### config.mk
export PLATFORM = sky130hd
export DESIGN_NAME = cursor_array_list
export DESIGN_NICKNAME = d
export VERILOG_FILES = /design/src/rtl/core/cal_pkg.sv /design/src/rtl/core/cal_store.sv /design/src/rtl/core/cal_ctrl.sv /design/src/rtl/core/cursor_array_list.sv
export SDC_FILE = /design/constraint.sdc
export NUM_CORES = 2
export LEC_CHECK = 0
export ABC_AREA = 1
export ABC_CLOCK_PERIOD_IN_PS = 5090
export BUFFER_PORTS_ARGS = -buffer_cell sky130_fd_sc_hd__buf_2
export CORE_ASPECT_RATIO = 0.75
export CORE_MARGIN = 2
export CORE_UTILIZATION = 30
export CTS_CLUSTER_SIZE = 20
export DETAILED_ROUTE_END_ITERATION = 12
export PLACE_DENSITY = 0.56
export SKIP_CTS_REPAIR_TIMING = 1
export SYNTH_ARGS = -nofsm -noshare
export SYNTH_HDL_FRONTEND = slang
export SYNTH_SLANG_ARGS = --single-unit
### constraint.sdc
create_clock -name clk -period 5.09 [get_ports clk]
set_input_delay 0.7635 -clock clk [delete_from_list [all_inputs] [get_ports clk]]
set_output_delay 0.7635 -clock clk [all_outputs]
set_load 0.05 [all_outputs]
### src/rtl/core/cal_pkg.sv
// ----------------------------------------------------------------------------
// cal_pkg: shared types and constants of the cursor array list
// Field widths of the stream payload, command codes and the result record
// handed from the controller to the output register.
// ----------------------------------------------------------------------------
package cal_pkg;

	localparam int DEF_MAX_ENTRIES = 32;
	localparam int DEF_WORD_BITS   = 32;

	localparam int CMD_W       = 4;
	localparam int VALUE_W     = 32;
	localparam int INDEX_W     = 5;
	localparam int CURSOR_W    = 5;
	localparam int COUNT_W     = 6;
	localparam int CAP_W       = 6;
	localparam int IN_TDATA_W  = 40;
	localparam int OUT_TDATA_W = 48;

	localparam logic [CAP_W-1:0] CAP_RESET = 6'd20;

	typedef enum logic [CMD_W-1:0] {
		CMD_FIRST      = 4'd0,
		CMD_LAST       = 4'd1,
		CMD_PREV       = 4'd2,
		CMD_NEXT       = 4'd3,
		CMD_SET        = 4'd4,
		CMD_INS_BEFORE = 4'd5,
		CMD_INS_AFTER  = 4'd6,
		CMD_READ_CUR   = 4'd7,
		CMD_READ_IDX   = 4'd8,
		CMD_REPLACE    = 4'd9,
		CMD_ERASE      = 4'd10,
		CMD_CLEAR      = 4'd11
	} cmd_t;

	typedef struct packed {
		logic [VALUE_W-1:0]  read_value;
		logic                read_valid;
		logic [CURSOR_W-1:0] cursor;
		logic [COUNT_W-1:0]  count;
		logic                is_empty;
		logic                is_full;
	} res_t;

endpackage

### src/rtl/core/cal_store.sv
// ----------------------------------------------------------------------------
// cal_store: entry memory of the cursor array list
// One write port and one read port, read data registered.
// ----------------------------------------------------------------------------
module cal_store #(
	parameter int DEPTH = 32,
	parameter int WIDTH = 32
) (
	input  logic                     clk,
	input  logic                     we,
	input  logic [$clog2(DEPTH)-1:0] waddr,
	input  logic [WIDTH-1:0]         wdata,
	input  logic [$clog2(DEPTH)-1:0] raddr,
	output logic [WIDTH-1:0]         rdata
);

	logic [WIDTH-1:0] mem [DEPTH];

	always_ff @(posedge clk) begin
		if (we) begin
			mem[waddr] <= wdata;
		end
	end

	always_ff @(posedge clk) begin
		rdata <= mem[raddr];
	end

endmodule

### src/rtl/core/cal_ctrl.sv
// ----------------------------------------------------------------------------
// cal_ctrl: command sequencer of the cursor array list
// Holds count and cursor, drives the entry memory and moves entries one per
// cycle for inserts and erases. Keeps one finished result until taken.
// ----------------------------------------------------------------------------
module cal_ctrl
	import cal_pkg::*;
#(
	parameter int MAX_ENTRIES = DEF_MAX_ENTRIES,
	parameter int WORD_BITS   = DEF_WORD_BITS,
	localparam int PW = $clog2(MAX_ENTRIES),
	localparam int CW = $clog2(MAX_ENTRIES + 1)
) (
	input  logic                 clk,
	input  logic                 arst_n,
	input  logic                 in_valid,
	output logic                 in_ready,
	input  logic [CMD_W-1:0]     in_cmd,
	input  logic [VALUE_W-1:0]   in_value,
	input  logic [INDEX_W-1:0]   in_index,
	input  logic [CAP_W-1:0]     cap_limit,
	output logic                 res_valid,
	input  logic                 res_take,
	output res_t                 res,
	output logic                 mem_we,
	output logic [PW-1:0]        mem_waddr,
	output logic [WORD_BITS-1:0] mem_wdata,
	output logic [PW-1:0]        mem_raddr,
	input  logic [WORD_BITS-1:0] mem_rdata
);

	typedef enum logic [3:0] {
		ST_IDLE = 4'b0001,
		ST_READ = 4'b0010,
		ST_SHUP = 4'b0100,
		ST_SHDN = 4'b1000
	} state_t;

	state_t               state_q, state_d;
	logic [CW-1:0]        cnt_q, cnt_d;
	logic [PW-1:0]        cur_q, cur_d;
	logic [PW-1:0]        wr_ptr_q, wr_ptr_d;
	logic [PW-1:0]        pos_q, pos_d;
	logic [WORD_BITS-1:0] val_q, val_d;
	logic                 pend_q;
	res_t                 pres_q;

	logic                 accept;
	logic                 finish;
	logic                 rd_ok;
	logic [WORD_BITS-1:0] rd_word;
	logic [WORD_BITS-1:0] wval;
	logic [CW-1:0]        eff_lim;
	logic                 room;
	logic [CW-1:0]        ins_pos;
	logic [CW-1:0]        cur_ext;
	res_t                 res_d;

	assign in_ready = (state_q == ST_IDLE) && (!pend_q || res_take);
	assign accept   = in_valid && in_ready;
	assign wval     = WORD_BITS'(in_value);
	assign cur_ext  = CW'(cur_q);

	// The limit register is clamped to the store depth.
	assign eff_lim = (32'(cap_limit) > 32'(MAX_ENTRIES)) ? CW'(MAX_ENTRIES) : CW'(cap_limit);
	assign room    = cnt_q < eff_lim;

	always_comb begin
		if (cnt_q == '0) begin
			ins_pos = '0;
		end else if (in_cmd == CMD_INS_AFTER) begin
			ins_pos = cur_ext + CW'(1);
		end else begin
			ins_pos = cur_ext;
		end
	end

	always_comb begin
		state_d   = state_q;
		cnt_d     = cnt_q;
		cur_d     = cur_q;
		wr_ptr_d  = wr_ptr_q;
		pos_d     = pos_q;
		val_d     = val_q;
		mem_we    = 1'b0;
		mem_waddr = wr_ptr_q;
		mem_wdata = mem_rdata;
		mem_raddr = '0;
		finish    = 1'b0;
		rd_ok     = 1'b0;
		rd_word   = '0;
		unique case (state_q)
			ST_IDLE: begin
				if (accept) begin
					unique case (in_cmd) inside
						CMD_FIRST: begin
							cur_d  = '0;
							finish = 1'b1;
						end
						CMD_LAST: begin
							cur_d  = (cnt_q != '0) ? PW'(cnt_q - CW'(1)) : '0;
							finish = 1'b1;
						end
						CMD_PREV: begin
							if (cur_q != '0) begin
								cur_d = cur_q - 1'b1;
							end
							finish = 1'b1;
						end
						CMD_NEXT: begin
							if (cur_ext + CW'(1) < cnt_q) begin
								cur_d = cur_q + 1'b1;
							end
							finish = 1'b1;
						end
						CMD_SET: begin
							if (32'(in_index) < 32'(cnt_q)) begin
								cur_d = PW'(in_index);
							end
							finish = 1'b1;
						end
						CMD_INS_BEFORE, CMD_INS_AFTER: begin
							if (!room) begin
								finish = 1'b1;
							end else if (ins_pos == cnt_q) begin
								// Appending at the end needs no moves.
								mem_we    = 1'b1;
								mem_waddr = PW'(ins_pos);
								mem_wdata = wval;
								cnt_d     = cnt_q + CW'(1);
								cur_d     = PW'(ins_pos);
								finish    = 1'b1;
							end else begin
								mem_raddr = PW'(cnt_q - CW'(1));
								wr_ptr_d  = PW'(cnt_q);
								pos_d     = PW'(ins_pos);
								val_d     = wval;
								state_d   = ST_SHUP;
							end
						end
						CMD_READ_CUR: begin
							if (cnt_q != '0) begin
								mem_raddr = cur_q;
								state_d   = ST_READ;
							end else begin
								finish = 1'b1;
							end
						end
						CMD_READ_IDX: begin
							if (32'(in_index) < 32'(cnt_q)) begin
								mem_raddr = PW'(in_index);
								state_d   = ST_READ;
							end else begin
								finish = 1'b1;
							end
						end
						CMD_REPLACE: begin
							if (cnt_q != '0) begin
								mem_we    = 1'b1;
								mem_waddr = cur_q;
								mem_wdata = wval;
							end
							finish = 1'b1;
						end
						CMD_ERASE: begin
							if (cnt_q == '0) begin
								finish = 1'b1;
							end else if (cur_ext + CW'(1) < cnt_q) begin
								mem_raddr = cur_q + 1'b1;
								wr_ptr_d  = cur_q;
								state_d   = ST_SHDN;
							end else begin
								cnt_d  = cnt_q - CW'(1);
								cur_d  = (cur_q != '0) ? cur_q - 1'b1 : '0;
								finish = 1'b1;
							end
						end
						CMD_CLEAR: begin
							cnt_d  = '0;
							cur_d  = '0;
							finish = 1'b1;
						end
						default: begin
							finish = 1'b1;
						end
					endcase
				end
			end
			ST_READ: begin
				rd_ok   = 1'b1;
				rd_word = mem_rdata;
				finish  = 1'b1;
				state_d = ST_IDLE;
			end
			ST_SHUP: begin
				mem_we    = 1'b1;
				mem_waddr = wr_ptr_q;
				if (wr_ptr_q == pos_q) begin
					// All later entries moved up: drop the new word into the gap.
					mem_wdata = val_q;
					cnt_d     = cnt_q + CW'(1);
					cur_d     = pos_q;
					finish    = 1'b1;
					state_d   = ST_IDLE;
				end else begin
					wr_ptr_d = wr_ptr_q - 1'b1;
					if (wr_ptr_q - 1'b1 != pos_q) begin
						mem_raddr = wr_ptr_q - 1'b1 - 1'b1;
					end
				end
			end
			ST_SHDN: begin
				mem_we    = 1'b1;
				mem_waddr = wr_ptr_q;
				if (CW'(wr_ptr_q) + CW'(2) < cnt_q) begin
					mem_raddr = wr_ptr_q + 1'b1 + 1'b1;
					wr_ptr_d  = wr_ptr_q + 1'b1;
				end else begin
					cnt_d   = cnt_q - CW'(1);
					cur_d   = (cur_q != '0) ? cur_q - 1'b1 : '0;
					finish  = 1'b1;
					state_d = ST_IDLE;
				end
			end
			default: begin
				state_d = ST_IDLE;
			end
		endcase
	end

	always_comb begin
		res_d.read_value = 32'(rd_word);
		res_d.read_valid = rd_ok;
		res_d.cursor     = CURSOR_W'(cur_d);
		res_d.count      = COUNT_W'(cnt_d);
		res_d.is_empty   = (cnt_d == '0);
		res_d.is_full    = (cnt_d >= eff_lim);
	end

	always_ff @(posedge clk or negedge arst_n) begin
		if (!arst_n) begin
			state_q <= ST_IDLE;
			cnt_q   <= '0;
			cur_q   <= '0;
			pend_q  <= 1'b0;
		end else begin
			state_q <= state_d;
			cnt_q   <= cnt_d;
			cur_q   <= cur_d;
			if (finish) begin
				pend_q <= 1'b1;
			end else if (res_take) begin
				pend_q <= 1'b0;
			end
		end
	end

	always_ff @(posedge clk) begin
		wr_ptr_q <= wr_ptr_d;
		pos_q    <= pos_d;
		val_q    <= val_d;
		if (finish) begin
			pres_q <= res_d;
		end
	end

	assign res_valid = pend_q;
	assign res       = pres_q;

	a_cursor_empty: assert property (@(posedge clk) disable iff (!arst_n)
		(cnt_q == '0) |-> (cur_q == '0))
		else $error("cursor not zero on an empty list");

	a_cursor_range: assert property (@(posedge clk) disable iff (!arst_n)
		(cnt_q != '0) |-> (cur_ext < cnt_q))
		else $error("cursor beyond the last entry");

	a_no_pend_busy: assert property (@(posedge clk) disable iff (!arst_n)
		(state_q != ST_IDLE) |-> !pend_q)
		else $error("result pending while a command is in progress");

	a_shup_order: assert property (@(posedge clk) disable iff (!arst_n)
		(state_q == ST_SHUP) |-> (wr_ptr_q >= pos_q))
		else $error("insert shift ran past the insert position");

endmodule

### src/rtl/core/cursor_array_list.sv
// ----------------------------------------------------------------------------
// cursor_array_list: ordered word list with a cursor, held in a memory
// Accepts list commands on a request stream and answers each with exactly one
// result request carrying the word read, the cursor, the count and flags.
// ----------------------------------------------------------------------------
//
//   port group   dir   tdata (low bit first)                      tuser
//   s_axis       in    value[31:0], index[36:32], zero fill       cmd[3:0]
//   m_axis       out   read_value[31:0], cursor[36:32],           read_valid
//                      count[42:37], is_empty[43], is_full[44]
//   cfg          in    cfg_wdata = capacity_limit, taken when cfg_we is high
//
// Cursor moves, clear, replace, appends and refused commands finish in the
// cycle they are accepted; reads pass through a read state because of the
// registered memory read. Inserts and erases that move entries stay busy while
// the single write port moves one entry per cycle.
// Reset clears count and cursor, loads the limit with 20 and leaves the memory.
// A finished result waits in the controller while the output register is full.
//
module cursor_array_list
	import cal_pkg::*;
#(
	parameter int MAX_ENTRIES = DEF_MAX_ENTRIES,
	parameter int WORD_BITS   = DEF_WORD_BITS
) (
	input  logic                   clk,
	input  logic                   arst_n,
	input  logic                   s_axis_tvalid,
	output logic                   s_axis_tready,
	input  logic [IN_TDATA_W-1:0]  s_axis_tdata,   // value, index
	input  logic [CMD_W-1:0]       s_axis_tuser,   // cmd
	output logic                   m_axis_tvalid,
	input  logic                   m_axis_tready,
	output logic [OUT_TDATA_W-1:0] m_axis_tdata,   // read_value, cursor, count, is_empty, is_full
	output logic                   m_axis_tuser,   // read_valid
	input  logic                   cfg_we,
	input  logic [CAP_W-1:0]       cfg_wdata
);

	localparam int PW = $clog2(MAX_ENTRIES);

	logic [CAP_W-1:0]     cap_q;
	logic                 res_valid;
	logic                 res_take;
	res_t                 res;
	res_t                 out_q;
	logic                 out_valid_q;
	logic                 mem_we;
	logic [PW-1:0]        mem_waddr;
	logic [WORD_BITS-1:0] mem_wdata;
	logic [PW-1:0]        mem_raddr;
	logic [WORD_BITS-1:0] mem_rdata;

	// The limit register must only be written while no command is in progress (not enforced).
	always_ff @(posedge clk or negedge arst_n) begin
		if (!arst_n) begin
			cap_q <= CAP_RESET;
		end else if (cfg_we) begin
			cap_q <= cfg_wdata;
		end
	end

	cal_ctrl #(
		.MAX_ENTRIES(MAX_ENTRIES),
		.WORD_BITS  (WORD_BITS)
	) u_ctrl (
		.clk      (clk),
		.arst_n   (arst_n),
		.in_valid (s_axis_tvalid),
		.in_ready (s_axis_tready),
		.in_cmd   (s_axis_tuser),
		.in_value (s_axis_tdata[VALUE_W-1:0]),
		.in_index (s_axis_tdata[VALUE_W+INDEX_W-1:VALUE_W]),
		.cap_limit(cap_q),
		.res_valid(res_valid),
		.res_take (res_take),
		.res      (res),
		.mem_we   (mem_we),
		.mem_waddr(mem_waddr),
		.mem_wdata(mem_wdata),
		.mem_raddr(mem_raddr),
		.mem_rdata(mem_rdata)
	);

	cal_store #(
		.DEPTH(MAX_ENTRIES),
		.WIDTH(WORD_BITS)
	) u_store (
		.clk  (clk),
		.we   (mem_we),
		.waddr(mem_waddr),
		.wdata(mem_wdata),
		.raddr(mem_raddr),
		.rdata(mem_rdata)
	);

	// Output register: it takes the controller's result whenever it is empty
	// or is being emptied in the same cycle.
	assign res_take = !out_valid_q || m_axis_tready;

	always_ff @(posedge clk or negedge arst_n) begin
		if (!arst_n) begin
			out_valid_q <= 1'b0;
		end else if (res_take) begin
			out_valid_q <= res_valid;
		end
	end

	always_ff @(posedge clk) begin
		if (res_take && res_valid) begin
			out_q <= res;
		end
	end

	assign m_axis_tvalid = out_valid_q;
	assign m_axis_tuser  = out_q.read_valid;
	assign m_axis_tdata  = {3'b000, out_q.is_full, out_q.is_empty, out_q.count,
	                        out_q.cursor, out_q.read_value};

endmodule
==> reports/results.ini <==
[run_status]
status = complete, no violations

[clock_tree]
cts_buffers = 111
buffers_from_clock_root_to_sink_at_most = 3
tritoncts_clock_tree = built
clockRootBuffer = clkbuf_16
clock_insertion_delay_worst_skew_ns = 0.74
cts.sink_count = 1213
path_clk_slew_ns = 0.07
htreeDepth = 3

[power]
power.ir.vdd_worst_mv = 0.4065
pleak_nw = 24.06
p_int_w = 0.02074
power_density_nw_per_um2 = 495.1
total_switching_power_w = 0.01072
power.share.combinational_pct = 26.7
netSwitchingFraction_pct = 34.08
clock_power_share_pct = 29.2
sequentialPowerShare_pct = 44.0

[grt]
grt_total_usage_pct = 18.13
first_global_vias = 37234
antenna_found_initial = 3
grt_max_degree = 128
grt_overflow_total = 0
first_pass_grt_wire_length_um = 256100

[timing]
finalClockSkew_ns = 0.02563
final_min_period_over_clock_period_pct = 90.74
unrepaired_setup_endpoints_after_global_routing = false
finalSetupViolCount = 0
maxSlewViolCount = 0
hold_fails_final_rpt = 0
timing.final.crit_period_ns = 4.618
final.setup.tns_ns = 0
tightest_slew_ns = 1.063
max_freq_mhz = 216.5
slew-limit-headroom_pct = 29.16

[synthesis]
main_combinational_cell_family_by_area_after_synthesis = simple AND/OR/NAND/NOR gates
most_used_flip_flop_cell_after_synthesis = edfxtp_1
synth.cell_area_um2 = 55060
synthDominantCellAreaShare_pct = 63.16
synth.cells.most_frequent = 1284 x nand2_1, 1158 x edfxtp_1, 970 x nand3_1
flops_latches_synth = 1213
synth.most_common_cell = nand2_1
synth_area_leaders = edfxtp_1 63%, nand3_1 8.8%, nand2_1 8.8%
netlist.top_cell.by_area = edfxtp_1
synth-warning-count = 0
synthesized_area_fraction_occupied_by_ao_oa_aoi_and_oai_cells_pct = 4.774
post_synth_mux_area_share_pct = 0.06136
synth_simple_gate_area_share_pct = 21.65
synth.lib_cells_used.distinct = 57
syn-instance-count = 5278
synth-seq-area-share_pct = 65.37
synth-adder-area-share_pct = 0.8862
synth_async_sr_flop_share_pct = 1.896
synth-edff-count = 1158
synth_xor_xnor_area_share_pct = 0.4613
syn_area_per_cell_um2 = 10.43

[placement]
post-dp-hpwl_um = 99740
dp_cells = 7647
numPortBuffers = 99
gp_congestion = 0.9176
post_dp_cell_area_um2 = 59590

[floorplanning]
die_x_um = 498.7
initial_utilization_pct = 30.13
die_area_um2 = 187000
die_y_um = 375.0
ioPinCount = 106
area_of_the_placeable_core_um2 = 182800
num_rows = 136

[route]
drtAntennaViolNets = 0
drcViolationCount = 0
totalWireLength_um = 174000
dr.first_iter.drc_count = 5013
first_pass_iters = 6
via_count = 40023
post_drt_via_cell_ratio = 5.093
drt-wirelength-per-cell_um = 22.13

[layout]
final_layout_size_suffix_gt1_share_pct = 10.62
synth_to_final_area_change_pct = 15.43
design_area_um2 = 63550
stdcell_count = 7859
fin_nets = 5439

[worst_hold_path]
min-delay-path-class = input pin to asynchronous set/reset pin

[setup_path]
worst_ep_arrival_time_ns = 5.24
worstSetupStartpointType = register
timing.critical_path.to_type = register
worstSetupPathType = register to register
cp_max_fo = 54
timing.critical_path.required_ns = 5.71

[job]
drv.max_cap_violation_count = 0

power groups by stage:
stage / Clock, W / Sequential (W) / Combinational (W)
3_3_place_gp: 0 / 0.0141 / 0.00822
5_1_grt: 0.00968 / 0.0139 / 0.00919
4_1_cts: 0.00930 / 0.0139 / 0.00832
3_5_place_dp: 0 / 0.0141 / 0.00830
6_report: 0.00919 / 0.0139 / 0.00842
2_1_floorplan: 0 / 0.0143 / 0.00479
critical path: stages (launching register included):
cell and delay (ns):
dfrtp_1 0.47, ha_1 0.26, nand3_1 0.10, nand2_1 0.11
nand2_1 0.16, ha_1 0.33, nand2_1 0.07, or3_1 0.37
nand2_1 0.09, inv_1 0.14, ha_1 0.23, nand2_1 0.07
nor2_1 0.04, a21oi_1 0.12, nand3_1 0.23, nand2_8 0.17
buf_12 0.33, buf_4 0.41, nand3b_1 0.11, nand2_1 0.09
nand3_1 0.06, nand3_1 0.12, nand3_1 0.14, nand3_1 0.12
nand2_1 0.08
area by class of cell:
| class | instances | area (um^2) |
|---|---|---|
| diodes | 2 | 5.005 |
| fillers | 18255 | 119200 |
| well taps | 2415 | 3022 |
| inverters | 528 | 1987 |
| flip-flops and latches | 1213 | 35990 |
| clock inverters | 70 | 945.9 |
| repair buffers | 299 | 2885 |
| multi-input cells | 3192 | 15710 |
| clock buffers | 140 | 3010 |
worst paths after layout:
check / start / endpoint / slack (ns) / depth (start not counted)
setup / recovery: u_ctrl.cur_q[0]$_DFF_PN0_ / u_store.rdata[8]$_DFF_P_ / 0.47 / 24
hold / removal: arst_n / u_ctrl.cur_q[0]$_DFF_PN0_ / 0.06 / 1
setup reg to reg: u_ctrl.cur_q[0]$_DFF_PN0_ / u_store.rdata[8]$_DFF_P_ / 0.47 / 24
hold reg to reg: u_ctrl.res[38]$_SDFFCE_PN0P_ / m_axis_tdata[24]$_DFFE_PP_ / 0.40 / 0
max in group asynchronous: arst_n / u_ctrl.cnt_q[2]$_DFF_PN0_ / 4.58 / 1
min in group clk: s_axis_tdata[18] / u_ctrl.val_q[18]$_DFFE_PP_ / 0.23 / 1
per-stage QoR:
| step | setup WS, ns | utilization [%] | hold WS (ns) | power, W |
|---|---|---|---|---|
| finish | 0.4715 | 34.78 | 0.06285 | 0.03147 |
| global route | 0.1158 | 34.77 | 0.08454 | 0.03278 |
| CTS | 0.5624 | 34.77 | 0.03299 | 0.03148 |
| global placement | 0.5470 | 32.61 | 0.4022 | 0.02228 |
| floorplan | 0.6532 | - | 0.4003 | 0.01910 |
| detailed placement | 0.5028 | 32.61 | 0.4045 | 0.02236 |
registers in the layout (all words and copies together), names as in the netlist:
name,cells
cap_q,6
m_axis_tdata,45
m_axis_tuser,1
m_axis_tvalid,1
u_ctrl.cnt_q,6
u_ctrl.cur_q,5
u_ctrl.pos_q,5
u_ctrl.res,46
u_ctrl.res_valid,1
u_ctrl.state_q,4
u_ctrl.val_q,32
u_ctrl.wr_ptr_q,5
u_store.mem,1024
u_store.rdata,32
layer usage:
metal	wire length (um)	vias to the layer above	track usage, %	share of wire (%)
li1	-	18402	-	-
met1	83140	19678	28.26	48
met2	73050	1718	25.91	42
met3	14220	225	3.010	8.2
met4	3544	0	4.158	2.0
met5	0	-	0	0
logic make-up after synthesis:
family,count (synthesis)
and+or+nand+nor,2646
DFF,1213
buffers and inverters,875
AOI/OAI and AO/OA,472
adders and majority gates,39
xor gates and xnor gates,29
muxes,3
other,1
layout by cell type, fill, tap and decap left out, types with 16 or more instances in the layout:
cell / Yosys / final
nand2_1: 1284 / 1283
buf_4: 52 / 129
nor2_1: 141 / 105
o21ai_1: 94 / 94
o21ai_0: 140 / 140
edfxtp_1: 1158 / 1158
clkinv_2: 1 / 21
ha_1: 39 / 39
clkbuf_1: 82 / 20
buf_12: 0 / 71
clkinv_1: 1 / 18
bufinv_16: 0 / 21
inv_2: 26 / 26
a21oi_1: 140 / 139
nand3b_1: 78 / 78
inv_1: 500 / 498
nand4_1: 138 / 138
dfrtp_1: 20 / 20
nor2_4: 1 / 37
buf_2: 193 / 99
xor2_1: 19 / 19
o21a_1: 16 / 16
a22oi_1: 34 / 34
nand3_1: 970 / 970
clkbuf_16: 0 / 114
dfxtp_1: 32 / 32
Note: power is estimated with default switching activity, not from simulation.
